[src/sv/bds_pkg.sv]
package bds_pkg;

	localparam int CHAN_W   = 8;
	localparam int PAIR_W   = CHAN_W + 1;
	localparam int NUM_CHAN = 4;
	localparam int CFG_W    = 13;
	localparam int COL_W    = 12;
	localparam int ROW_W    = 12;

	localparam logic [CFG_W-1:0] ROW_LIMIT     = 13'd4096;
	localparam logic [ROW_W-1:0] OUT_ROW_LIMIT = 12'd2048;

	typedef enum logic [1:0] {
		REG_ROW_PIXELS   = 2'd0,
		REG_OUT_COLS     = 2'd1,
		REG_OUT_ROWS     = 2'd2,
		REG_NUM_CHANNELS = 2'd3
	} reg_idx_t;

	typedef logic [NUM_CHAN-1:0][CHAN_W-1:0] pix_t;
	typedef logic [NUM_CHAN-1:0][PAIR_W-1:0] pair_t;

	typedef struct packed {
		logic [CFG_W-1:0] row_len;
		logic [11:0]      out_cols;
		logic [CFG_W-1:0] src_rows;
		logic [2:0]       nch;
	} cfg_t;

	typedef struct packed {
		logic  vld;
		pair_t pairs;
		logic  frame_end;
	} issue_t;

endpackage

[src/sv/bds_if.sv]
interface bds_pix_if;
	import bds_pkg::*;

	logic              valid;
	logic              ready;
	logic [CHAN_W-1:0] chan0;
	logic [CHAN_W-1:0] chan1;
	logic [CHAN_W-1:0] chan2;
	logic [CHAN_W-1:0] chan3;

	modport source (output valid, chan0, chan1, chan2, chan3, input ready);
	modport sink   (input valid, chan0, chan1, chan2, chan3, output ready);
endinterface


[src/sv/bds_front.sv]
module bds_front
	import bds_pkg::*;
#(
	parameter int MAX_OUT_COLS = 2048,
	parameter int MAX_CHANNELS = 4
) (
	input  logic                              clk,
	input  logic                              arst_n,
	bds_pix_if.sink                           src,
	input  cfg_t                              cfg,
	input  logic                              issue_ready,
	output issue_t                            issue,
	output logic                              ram_we,
	output logic                              ram_re,
	output logic [$clog2(MAX_OUT_COLS)-1:0]   ram_addr,
	output logic [PAIR_W*MAX_CHANNELS-1:0]    ram_wdata
);

	localparam int AW = $clog2(MAX_OUT_COLS);

	logic [COL_W-1:0] col_q;
	logic [ROW_W-1:0] row_q;
	pix_t             held_q;
	pix_t             pix;
	pair_t            pairs;
	logic [COL_W-2:0] k;
	logic             acc;
	logic             active;
	logic             pair_done;
	logic             row_end;
	logic             frame_wrap;

	assign src.ready = issue_ready;
	assign acc       = src.valid && issue_ready;
	assign pix       = {src.chan3, src.chan2, src.chan1, src.chan0};
	assign k         = col_q[COL_W-1:1];
	assign active    = {1'b0, k} < cfg.out_cols;
	assign pair_done = acc && active && col_q[0];

	always_comb begin
		pairs = '0;
		for (int i = 0; i < MAX_CHANNELS; i++) begin
			pairs[i] = {1'b0, held_q[i]} + {1'b0, pix[i]};
		end
	end

	always_comb begin
		ram_wdata = '0;
		for (int i = 0; i < MAX_CHANNELS; i++) begin
			ram_wdata[i*PAIR_W +: PAIR_W] = pairs[i];
		end
	end

	assign ram_we   = pair_done && !row_q[0];
	assign ram_re   = pair_done && row_q[0];
	assign ram_addr = AW'(k);

	assign issue.vld       = ram_re;
	assign issue.pairs     = pairs;
	assign issue.frame_end = ({1'b0, row_q} == cfg.src_rows - 13'd1) &&
		({1'b0, k} == cfg.out_cols - 12'd1);

	assign row_end    = ({1'b0, col_q} + 13'd1) >= cfg.row_len;
	assign frame_wrap = ({1'b0, row_q} + 13'd1) >= cfg.src_rows;

	always_ff @(posedge clk or negedge arst_n) begin
		if (!arst_n) begin
			col_q  <= '0;
			row_q  <= '0;
			held_q <= '0;
		end else if (acc) begin
			if (active && !col_q[0]) begin
				held_q <= pix;
			end
			if (row_end) begin
				col_q <= '0;
				row_q <= frame_wrap ? '0 : row_q + 12'd1;
			end else begin
				col_q <= col_q + 12'd1;
			end
		end
	end

endmodule

[src/flat_wrapper.sv]
// flat-port wrapper written by rule: the top's interface ports become plain ports
module bds_front_flat import bds_pkg::*;
#(
	parameter int MAX_OUT_COLS = 2048,
	parameter int MAX_CHANNELS = 4
)
  (clk, arst_n, cfg, issue_ready, issue, ram_we, ram_re, ram_addr, ram_wdata, src_valid, src_chan0, src_chan1, src_chan2, src_chan3, src_ready);
  bds_pix_if src_i ();
  input  logic clk;
  input  logic arst_n;
  input  cfg_t cfg;
  input  logic issue_ready;
  output issue_t issue;
  output logic ram_we;
  output logic ram_re;
  output logic [$clog2(MAX_OUT_COLS)-1:0] ram_addr;
  output logic [PAIR_W*MAX_CHANNELS-1:0] ram_wdata;
  input wire logic [$bits(src_i.valid)-1:0] src_valid;
  input wire logic [$bits(src_i.chan0)-1:0] src_chan0;
  input wire logic [$bits(src_i.chan1)-1:0] src_chan1;
  input wire logic [$bits(src_i.chan2)-1:0] src_chan2;
  input wire logic [$bits(src_i.chan3)-1:0] src_chan3;
  output wire logic [$bits(src_i.ready)-1:0] src_ready;
  assign src_i.valid = src_valid;
  assign src_i.chan0 = src_chan0;
  assign src_i.chan1 = src_chan1;
  assign src_i.chan2 = src_chan2;
  assign src_i.chan3 = src_chan3;
  assign src_ready = src_i.ready;
  bds_front #(.MAX_OUT_COLS(MAX_OUT_COLS), .MAX_CHANNELS(MAX_CHANNELS)) u_core (.clk(clk), .arst_n(arst_n), .src(src_i), .cfg(cfg), .issue_ready(issue_ready), .issue(issue), .ram_we(ram_we), .ram_re(ram_re), .ram_addr(ram_addr), .ram_wdata(ram_wdata));
endmodule
[config.mk]
export PLATFORM = sky130hd
export DESIGN_NAME = bds_front_flat
export DESIGN_NICKNAME = d
export VERILOG_FILES = /design/src/sv/bds_pkg.sv /design/src/sv/bds_if.sv /design/src/sv/bds_front.sv /design/src/flat_wrapper.sv
export SDC_FILE = /design/constraint.sdc
export NUM_CORES = 1
export LEC_CHECK = 0
export BUFFER_PORTS_ARGS = -buffer_cell sky130_fd_sc_hd__buf_2
export CAP_MARGIN = 15
export CORE_MARGIN = 1.5
export CORE_UTILIZATION = 55
export CTS_BUF_LIST = sky130_fd_sc_hd__clkbuf_8
export DETAILED_ROUTE_END_ITERATION = 8
export GPL_TIMING_DRIVEN = 0
export PLACE_DENSITY = 0.93
export SETUP_SLACK_MARGIN = 0.4
export SYNTH_ARGS = -nofsm -noshare
export SYNTH_HDL_FRONTEND = slang
export SYNTH_SLANG_ARGS = --single-unit
[constraint.sdc]
create_clock -name clk -period 4.6 [get_ports clk]
set_input_delay 0.69 -clock clk [delete_from_list [all_inputs] [get_ports clk]]
set_output_delay 0.69 -clock clk [all_outputs]
set_load 0.05 [all_outputs]
==> flow_metrics.tcl <==
set metrics [dict create \
    crit_slowest_cell "or4b_1" \
    start_util_pct 56.3 \
    cp_top_family "simple AND/OR/NAND/NOR gates" \
    seq_area_frac_synth_pct 24.2 \
    tritoncts "done" \
    synth.most_common_cell "ha_1" \
    fin_worst_skew_ns 0.00595 \
    antenna_found_initial 1 \
    cts_root_buf "clkbuf_8" \
    setup_viol 0 \
    crit_buf_inv 4 \
    drtIter0Drc 197 \
    syn_to_final_growth_pct 20.9 \
    dr_total_vias 5315 \
    vias_per_cell 5.43 \
    worstSetupPathType "in2out" \
    layout-drive-gt1-share_pct 30.4 \
    worstReg2RegStart "u_core.row_q[0]$_DFFE_PN0P_" \
    antenna_left 0 \
    leakage_nw 3.62 \
    cts_buffers 5 \
    finalHoldViolations 0 \
    clk_pin_slew_ns 0.11 \
    dp_hpwl_mm 11.2 \
    syn_area_per_cell_um2 8.64 \
    top_layer_used "met5" \
    fp.dieH_um 106 \
    drv_slew 0 \
    critical_path_depth 12 \
    rows 37 \
    clkSinkCount 56 \
    drv_cap 0 \
    regArea_mm2 0.00140 \
    synth_area_leaders "dfrtp_1 24%, ha_1 16%, buf_4 6.4%, xor2_1 5.4%, xnor2_1 5.3%" \
    yosys_warnings 0 \
    fin_tns_setup_ns 0 \
    crit_arrival_ns 3.49 \
    fmax_mhz 239 \
    synth.top_cell.area_share_pct 24.2 \
    drt-pass1-iter-count 5 \
    fin_area_mm2 0.00700 \
    finalWeightedCongestion 0.865 \
    nFillCells 816 \
    yosys.area.top_type "dfrtp_1" \
    ios 165 \
    ir_worst_vdd_v 0.000625 \
    dieWidth_um 106 \
    r2r_setup_slack_ns 0.87 \
    crit_top_cell "buf_6" \
    min_path_type "in2async" \
    period_needed_ns 4.18 \
    drc 0 \
    worstMarginPinSlew_ns 0.689 \
    synth_area_mm2 0.00579 \
    crit_required_ns 3.91 \
    drt-met1-wl_mm 5.65 \
    die_area_mm2 0.0111 \
    port_buffers 159 \
    start_kind "input pin" \
    cts.htree.levels 2 \
    grt_usage_pct 25.3 \
    synth_flop_cell "dfrtp_1" \
    syn_nets 824 \
    place_area_mm2 0.00678 \
    critical_path_peak_fanout 5 \
    finalCritPeriodShare_pct 90.9 \
    cts_hold_buf 0 \
    coreArea_mm2 0.0103 \
    nNetsFinal 995 \
    critical_path.cell_chain "buf_8 > inv_4 > ha_4 > or4b_4 > buf_6 > o31a_1 > a211oi_2 > o2111ai_1 > or4b_1 > or3b_4 > a211oi_4 > buf_6" \
    cts.path.max_buffers 2 \
    yosys-top-cells-count "73 x ha_1, 60 x inv_1, 56 x dfrtp_1" \
    ys_ff_latch 56 \
    r2r-end "u_core.row_q[2]$_DFFE_PN0P_" \
    ys_types 59 \
    drt_wl_total_mm 14.2 \
    slew_headroom_pct 53.9 \
    rsz0062_at_grt "true" \
    multiInputGateArea_mm2 0.00376 \
    endpoint_kind "primary output" \
    synthCells 670 \
    grt_pass1_vias 5064 \
    synth_edf_count 0 \
    grt_max_degree 31 \
    wl_met2_mm 7.42 \
    status "finished clean" \
    powerDensity_mw_per_mm2 577 \
    rr_worst_depth 14 \
    antenna_cells 0 \
    grt_pass1_wl_mm 22.9 \
    wl_per_cell_um 14.5 \
    async_flop_share_pct 100 \
    insertion_delay_ns 0.31 \
    met3_length_um 776 \
    overflow 0 \
    critical_path.max_stage_delay_ns 0.53 \
]
through the flow:
| step | utilization, % | worst slack [ns] | instances | hold WS [ns] | total power, mW |
|---|---|---|---|---|---|
| after floorplan | - | 0.425 | 670 | 0.394 | 3.15 |
| after global placement | 65.8 | 0.173 | 965 | 0.477 | 3.68 |
| after detailed placement | 66.0 | 0.179 | 966 | 0.487 | 3.75 |
| after CTS | 67.5 | 0.405 | 976 | 0.416 | 4.05 |
| after global routing | 68.1 | 0.356 | 978 | 0.439 | 4.26 |
| final | 68.1 | 0.418 | 978 | 0.390 | 4.04 |
final cells by class:
type                            instances  share of cell area, %
Buffer                                 73                   6.67
Clock buffer                            6                   1.18
Clock inverter                          2                  0.215
Inverter                               60                   3.29
Multi-Input combinational cell        481                   53.8
Sequential cell                        56                   20.0
Tap cell                              136                   2.43
Timing Repair Buffer                  164                   12.4
worst max path at each step:
stage | start | to | slack, ns
global placement | cfg[4] | issue[0] | 0.17
global route | cfg[4] | issue[0] | 0.36
finish | cfg[4] | issue[0] | 0.42
floorplan | cfg[4] | issue[0] | 0.43
CTS | cfg[17] | issue[0] | 0.40
detailed placement | cfg[4] | issue[0] | 0.18
registers in the layout (all words and copies together) (netlist names):
register / count
u_core.held_q: 32
u_core.col_q: 12
u_core.row_q: 12
logic make-up after synthesis:
kind of cell	Yosys count	synth area share, %
AO/OA/AOI/OAI	126	13.9
XOR/XNOR	71	10.7
adder cells (fa/ha/maj)	77	17.2
buffers and inverters	133	11.8
flip-flops	56	24.2
multiplexers	33	6.34
AND/OR/NAND/NOR	174	15.8
what timing repair did:
action                     in CTS  in global routing
setup endpoints to repair       1                  1
buffers inserted                2                  2
pin swaps                       3                  8
resized for setup              13                 11
report_power, final:
group / total [mW] / switching [mW] / internal [mW]
combinational: 3.07 / 2.15 / 0.922
clock: 0.291 / 0.169 / 0.122
sequential: 0.678 / 0.0838 / 0.594
cell usage in the layout, fill, tap and decap left out, types with 12 or more instances in the layout:
| master | n |
|---|---|
| a21o_1 | 12 |
| a21oi_1 | 34 |
| buf_2 | 157 |
| buf_4 | 53 |
| clkbuf_1 | 18 |
| dfrtp_1 | 56 |
| ha_1 | 71 |
| inv_1 | 58 |
| mux2_1 | 15 |
| mux2_2 | 14 |
| nand2_1 | 32 |
| nand2b_1 | 17 |
| nand3_1 | 26 |
| nor2_1 | 29 |
| nor2b_1 | 12 |
| nor3_1 | 14 |
| o21ai_0 | 38 |
| xnor2_1 | 35 |
| xor2_1 | 36 |
metal layers:
layer	up-vias	global-route usage, %
met1	2463	28.3
met3	34	3.65
met5	-	0
met4	2	7.43
met2	203	49.1
li1	2613	-
No activity file was read; power rests on OpenSTA's default activity.
