$ cat config.mk
export PLATFORM = sky130hd
export DESIGN_NAME = bds_avg_flat
export DESIGN_NICKNAME = d
export VERILOG_FILES = /design/src/sv/bds_pkg.sv /design/src/sv/bds_if.sv /design/src/sv/bds_avg.sv /design/src/flat_wrapper.sv
export SDC_FILE = /design/constraint.sdc
export NUM_CORES = 1
export LEC_CHECK = 0
export ABC_AREA = 1
export BUFFER_PORTS_ARGS = -buffer_cell sky130_fd_sc_hd__buf_2
export CELL_PAD_IN_SITES_DETAIL_PLACEMENT = 0
export CELL_PAD_IN_SITES_GLOBAL_PLACEMENT = 2
export CORE_ASPECT_RATIO = 0.7
export CORE_UTILIZATION = 33
export DETAILED_ROUTE_END_ITERATION = 16
export GPL_TIMING_DRIVEN = 0
export MAX_ROUTING_LAYER = met4
export PLACE_DENSITY = 0.89
export SYNTH_ARGS = -nofsm -noshare
export SYNTH_HDL_FRONTEND = slang
export SYNTH_SLANG_ARGS = --single-unit
$ cat constraint.sdc
create_clock -name clk -period 4.87 [get_ports clk]
set_input_delay 0.7305 -clock clk [delete_from_list [all_inputs] [get_ports clk]]
set_output_delay 0.7305 -clock clk [all_outputs]
set_load 0.02 [all_outputs]
$ cat src/sv/bds_pkg.sv
package bds_pkg;

	localparam int CHAN_W   = 8;
	localparam int PAIR_W   = CHAN_W + 1;
	localparam int NUM_CHAN = 4;
	localparam int CFG_W    = 13;
	localparam int COL_W    = 12;
	localparam int ROW_W    = 12;

	localparam logic [CFG_W-1:0] ROW_LIMIT     = 13'd4096;
	localparam logic [ROW_W-1:0] OUT_ROW_LIMIT = 12'd2048;

	typedef enum logic [1:0] {
		REG_ROW_PIXELS   = 2'd0,
		REG_OUT_COLS     = 2'd1,
		REG_OUT_ROWS     = 2'd2,
		REG_NUM_CHANNELS = 2'd3
	} reg_idx_t;

	typedef logic [NUM_CHAN-1:0][CHAN_W-1:0] pix_t;
	typedef logic [NUM_CHAN-1:0][PAIR_W-1:0] pair_t;

	typedef struct packed {
		logic [CFG_W-1:0] row_len;
		logic [11:0]      out_cols;
		logic [CFG_W-1:0] src_rows;
		logic [2:0]       nch;
	} cfg_t;

	typedef struct packed {
		logic  vld;
		pair_t pairs;
		logic  frame_end;
	} issue_t;

endpackage

$ cat src/sv/bds_if.sv


interface bds_avg_if;
	import bds_pkg::*;

	logic              valid;
	logic              ready;
	logic [CHAN_W-1:0] avg0;
	logic [CHAN_W-1:0] avg1;
	logic [CHAN_W-1:0] avg2;
	logic [CHAN_W-1:0] avg3;
	logic              frame_end;

	modport source (output valid, avg0, avg1, avg2, avg3, frame_end, input ready);
	modport sink   (input valid, avg0, avg1, avg2, avg3, frame_end, output ready);
endinterface

$ cat src/sv/bds_avg.sv
module bds_avg
	import bds_pkg::*;
#(
	parameter int MAX_CHANNELS = 4
) (
	input  logic                           clk,
	input  logic                           arst_n,
	input  issue_t                         issue,
	input  logic [PAIR_W*MAX_CHANNELS-1:0] ram_rdata,
	input  logic [2:0]                     nch,
	output logic                           issue_ready,
	bds_avg_if.source                      dst
);

	logic   v_s1;
	issue_t iss_s1;
	logic   s1_adv;
	logic   out_valid_q;
	pix_t   avg_q;
	logic   fe_q;
	pix_t   avg;

	assign s1_adv      = v_s1 && (!out_valid_q || dst.ready);
	assign issue_ready = !v_s1 || s1_adv;

	// stored row pair plus current row pair, then divide by four
	always_comb begin
		logic [PAIR_W:0] sum;
		avg = '0;
		for (int i = 0; i < MAX_CHANNELS; i++) begin
			sum = {1'b0, ram_rdata[i*PAIR_W +: PAIR_W]} + {1'b0, iss_s1.pairs[i]};
			if (3'(i) < nch) begin
				avg[i] = sum[PAIR_W:2];
			end
		end
	end

	always_ff @(posedge clk or negedge arst_n) begin
		if (!arst_n) begin
			v_s1        <= 1'b0;
			out_valid_q <= 1'b0;
		end else begin
			if (issue.vld) begin
				v_s1 <= 1'b1;
			end else if (s1_adv) begin
				v_s1 <= 1'b0;
			end
			if (s1_adv) begin
				out_valid_q <= 1'b1;
			end else if (dst.ready) begin
				out_valid_q <= 1'b0;
			end
		end
	end

	always_ff @(posedge clk) begin
		if (issue.vld) begin
			iss_s1 <= issue;
		end
		if (s1_adv) begin
			avg_q <= avg;
			fe_q  <= iss_s1.frame_end;
		end
	end

	assign dst.valid     = out_valid_q;
	assign dst.avg0      = avg_q[0];
	assign dst.avg1      = avg_q[1];
	assign dst.avg2      = avg_q[2];
	assign dst.avg3      = avg_q[3];
	assign dst.frame_end = fe_q;

endmodule

$ cat src/flat_wrapper.sv
// flat-port wrapper written by rule: the top's interface ports become plain ports
module bds_avg_flat import bds_pkg::*;
#(
	parameter int MAX_CHANNELS = 4
)
  (clk, arst_n, issue, ram_rdata, nch, issue_ready, dst_valid, dst_avg0, dst_avg1, dst_avg2, dst_avg3, dst_frame_end, dst_ready);
  bds_avg_if dst_i ();
  input  logic clk;
  input  logic arst_n;
  input  issue_t issue;
  input  logic [PAIR_W*MAX_CHANNELS-1:0] ram_rdata;
  input  logic [2:0] nch;
  output logic issue_ready;
  output wire logic [$bits(dst_i.valid)-1:0] dst_valid;
  output wire logic [$bits(dst_i.avg0)-1:0] dst_avg0;
  output wire logic [$bits(dst_i.avg1)-1:0] dst_avg1;
  output wire logic [$bits(dst_i.avg2)-1:0] dst_avg2;
  output wire logic [$bits(dst_i.avg3)-1:0] dst_avg3;
  output wire logic [$bits(dst_i.frame_end)-1:0] dst_frame_end;
  input wire logic [$bits(dst_i.ready)-1:0] dst_ready;
  assign dst_valid = dst_i.valid;
  assign dst_avg0 = dst_i.avg0;
  assign dst_avg1 = dst_i.avg1;
  assign dst_avg2 = dst_i.avg2;
  assign dst_avg3 = dst_i.avg3;
  assign dst_frame_end = dst_i.frame_end;
  assign dst_i.ready = dst_ready;
  bds_avg #(.MAX_CHANNELS(MAX_CHANNELS)) u_core (.clk(clk), .arst_n(arst_n), .issue(issue), .ram_rdata(ram_rdata), .nch(nch), .issue_ready(issue_ready), .dst(dst_i));
endmodule
==> impl_metrics.py <==
metrics = {
    "yosys": {
        "postSynthCellCount": 415,
        "top_ff_cell_synth": "sky130_fd_sc_hd__edfxtp_1",
        "synth.distinct_cells": 21,
        "post_synth.cell_area_avg_um2": 9.45,
        "largest_cells_by_area_after_synthesis": "sky130_fd_sc_hd__edfxtp_1 54%, sky130_fd_sc_hd__ha_1 10%, sky130_fd_sc_hd__nand2_1 10%",
        "number_of_register_bits_inferred_by_synthesis": 72,
        "netlist_top_cells_count": "106 x sky130_fd_sc_hd__nand2_1, 70 x sky130_fd_sc_hd__edfxtp_1, 61 x sky130_fd_sc_hd__inv_1, 42 x sky130_fd_sc_hd__a21oi_1, 37 x sky130_fd_sc_hd__nor2_1",
        "ys_async_sr_fraction": 0.0278,
        "post_synth_instance_area_mm2": 0.00392,
        "seq_area_frac_synth": 0.548,
        "synth-warning-count": 0,
        "netlist.top_cell.by_area": "sky130_fd_sc_hd__edfxtp_1",
        "synth_fp_nets": 527,
        "yosysMostFrequentCell": "sky130_fd_sc_hd__nand2_1",
        "number_of_enable_type_register_cells_in_the_synthesized_netlist": 70,
        "synth_top_area_share": 0.536,
    },
    "layout": {
        "finish.cell_count_without_fillers": 698,
        "n_antenna_cell": 0,
        "drive_above_1_share": 0.251,
        "finish.net_count": 652,
        "flow.area_growth_from_synthesis_pct": 26.6,
    },
    "worst_setup_path": {
        "required_time_of_the_worst_setup_path_ns": 4.14,
        "critPathMaxFanout": 3,
        "cp_slowest_cell": "sky130_fd_sc_hd__buf_2",
        "timing.rr.end": "u_core.dst.avg1[3]",
        "crit_path_frequent_cell": "sky130_fd_sc_hd__buf_2",
        "timing.critical_path.to_type": "output pin",
        "worst-endpoint-arrival_ns": 1.21,
        "timing.critical_path.slowest_cell_delay_ns": 0.17,
        "r2r-start": "u_core.iss_s1[12]",
        "worst_r2r_path_depth": 7,
        "worstPathCellList": "buf_2 > inv_1 > nand3_1 > buf_2",
        "worstSetupStartpointType": "input pin",
        "rrSetupSlack_ns": 3.16,
        "path_class": "in -> out",
    },
    "route": {
        "total_detailed_routing_wirelength_um": 8730,
        "post-route-drc-count": 0,
        "antenna_left": 0,
        "drt_pass1_iterations": 4,
        "vias": 3127,
        "viasPerCell": 4.48,
        "routedWlPerCell_um": 12.5,
        "drt-initial-drc-count": 137,
    },
    "clock_network": {
        "htree_levels": 3,
        "post-cts-setup-buffers": 0,
        "cts-buffers-inserted": 9,
        "clkLatencyLatePin_ns": 0.32,
        "tritoncts": "done",
        "tritoncts_num_sinks": 72,
        "cts-resized-gates": 0,
        "cts_hold_fix_bufs": 0,
        "clockRootBuffer": "sky130_fd_sc_hd__clkbuf_16",
        "clkSlewWorstSetupHoldPaths_ns": 0.06,
        "cts.path.max_buffers": 2,
    },
    "floorplan": {
        "design.core.area_mm2": 0.0113,
        "core.rowCount": 32,
        "boundaryPins": 115,
        "die_y_um": 93.2,
        "die-area_mm2": 0.0123,
        "die_x_um": 132,
        "effective_utilization_at_floorplan": 0.348,
    },
    "sta": {
        "report.final.setup_viol": 0,
        "finalSetupTns_ns": 0,
        "period_share": 0.399,
        "timing.final.hold_violations": 0,
        "rsz0062_at_grt": "false",
        "worst_pin_slew_ns": 0.981,
        "fmax_ghz": 0.514,
        "normalized_max_slew_margin": 0.346,
        "worst_setup_skew_after_layout_ns": 0.00405,
        "timing.final.max_slew_violations": 0,
        "layout_min_cycle_time_ns": 1.95,
    },
    "run_status": {
        "outcome": "completed",
    },
    "global_routing": {
        "first_global_vias": 2997,
        "gr-usage-all-layers": 0.154,
        "globalRouteOverflowTotal": 0,
        "grt_start_max_net_pins": 39,
        "grt_first_pass_wirelength_um": 14100,
        "grt_antenna_before_repair": 0,
    },
    "placement": {
        "dp.cells": 682,
        "place.gp.congestion": 0.853,
        "dp_hpwl_um": 6820,
        "portBuffers": 113,
    },
    "power": {
        "irDropWorstVdd_mv": 0.153,
        "power.leakage_nw": 2.43,
        "power.density_mw_per_mm2": 350,
    },
    "min_path": {
        "timing.hold.worst.class": "in -> async",
    },
    "run": {
        "drv.max_cap_violation_count": 0,
    },
}
[logic make-up (layout without fill, tap and decap cells)]
logic type | after synthesis | after routing | share of synthesized area
buffers and inverters | 64 | 194 | 0.0650
DFF | 72 | 72 | 0.548
adders and majority gates | 32 | 32 | 0.102
and+or+nand+nor | 177 | 177 | 0.183
AOI/OAI and AO/OA | 70 | 70 | 0.101
[worst max-delay path, delay by kind of cell]
kind / cells / cell delay [ns]
AND/OR/NAND/NOR: 1 / 0.10
buffers and inverters: 3 / 0.37
[report_power, final]
part | internal, W | switching (W)
Combinational | 0.000142 | 0.000244
Sequential | 0.000758 | 0.0000179
Clock | 0.000339 | 0.000237
Total | 0.00124 | 0.000499
[state kept, by name, indices dropped and copies added (netlist names)]
name / flops
u_core.dst.avg0: 8
u_core.dst.avg1: 8
u_core.dst.avg2: 8
u_core.dst.avg3: 8
u_core.dst.frame_end: 1
u_core.dst.valid: 1
u_core.iss_s1: 37
u_core.v_s1: 1
[worst max-delay path by stage]
stage	startpoint	endpoint	slack, ns
CTS	dst_ready	issue_ready	2.92
global route	dst_ready	issue_ready	2.88
detailed placement	ram_rdata[22]	u_core.dst.avg2[7]	2.70
floorplan	dst_ready	u_core.dst.avg0[0]	2.03
global placement	dst_ready	u_core.dst.avg2[0]	0.86
finish	dst_ready	issue_ready	2.92
[placed cells by master, fill, tap and decap left out, drive strengths merged]
cell type,count
nand4,4
edfxtp,70
o21bai,5
a31oi,2
a21oi,43
buf,116
clkbuf,11
nand2,106
o21a,4
nand3,26
ha,32
nor2,38
o21ai,15
a21o,1
nor3,2
dfrtp,2
or2,1
inv,62
clkinv,5
[per-layer routing]
metal	up-vias	wire length [µm]	global-route usage
li1	1654	-	-
met1	1385	4450	0.202
met2	80	3740	0.233
met3	8	437	0.0412
met4	0	93	0.0489
met5	-	0	-
[through the flow]
stage | util | hold slack (ns) | power, W | area (µm²) | worst slack [ns]
after floorplan | - | 0.400 | 0.00104 | 3920 | 2.03
after global routing | 0.440 | 0.158 | 0.00184 | 4970 | 2.88
final | 0.440 | 0.179 | 0.00174 | 4970 | 2.92
after CTS | 0.440 | 0.163 | 0.00176 | 4970 | 2.92
after detailed placement | 0.417 | 0.407 | 0.00118 | 4710 | 2.70
after global placement | 0.415 | 0.407 | 0.00117 | 4680 | 0.860
[final cells by class]
cell class | count | area (µm²)
fill | 1187 | 6320
sequential | 72 | 2150
multi-input combinational | 279 | 1530
timing repair buffer | 114 | 586
clock buffer | 11 | 233
inverter | 62 | 233
tap | 153 | 191
clock inverter | 5 | 23.8
buffer | 2 | 22.5
No activity file was read; power rests on OpenSTA's default activity.
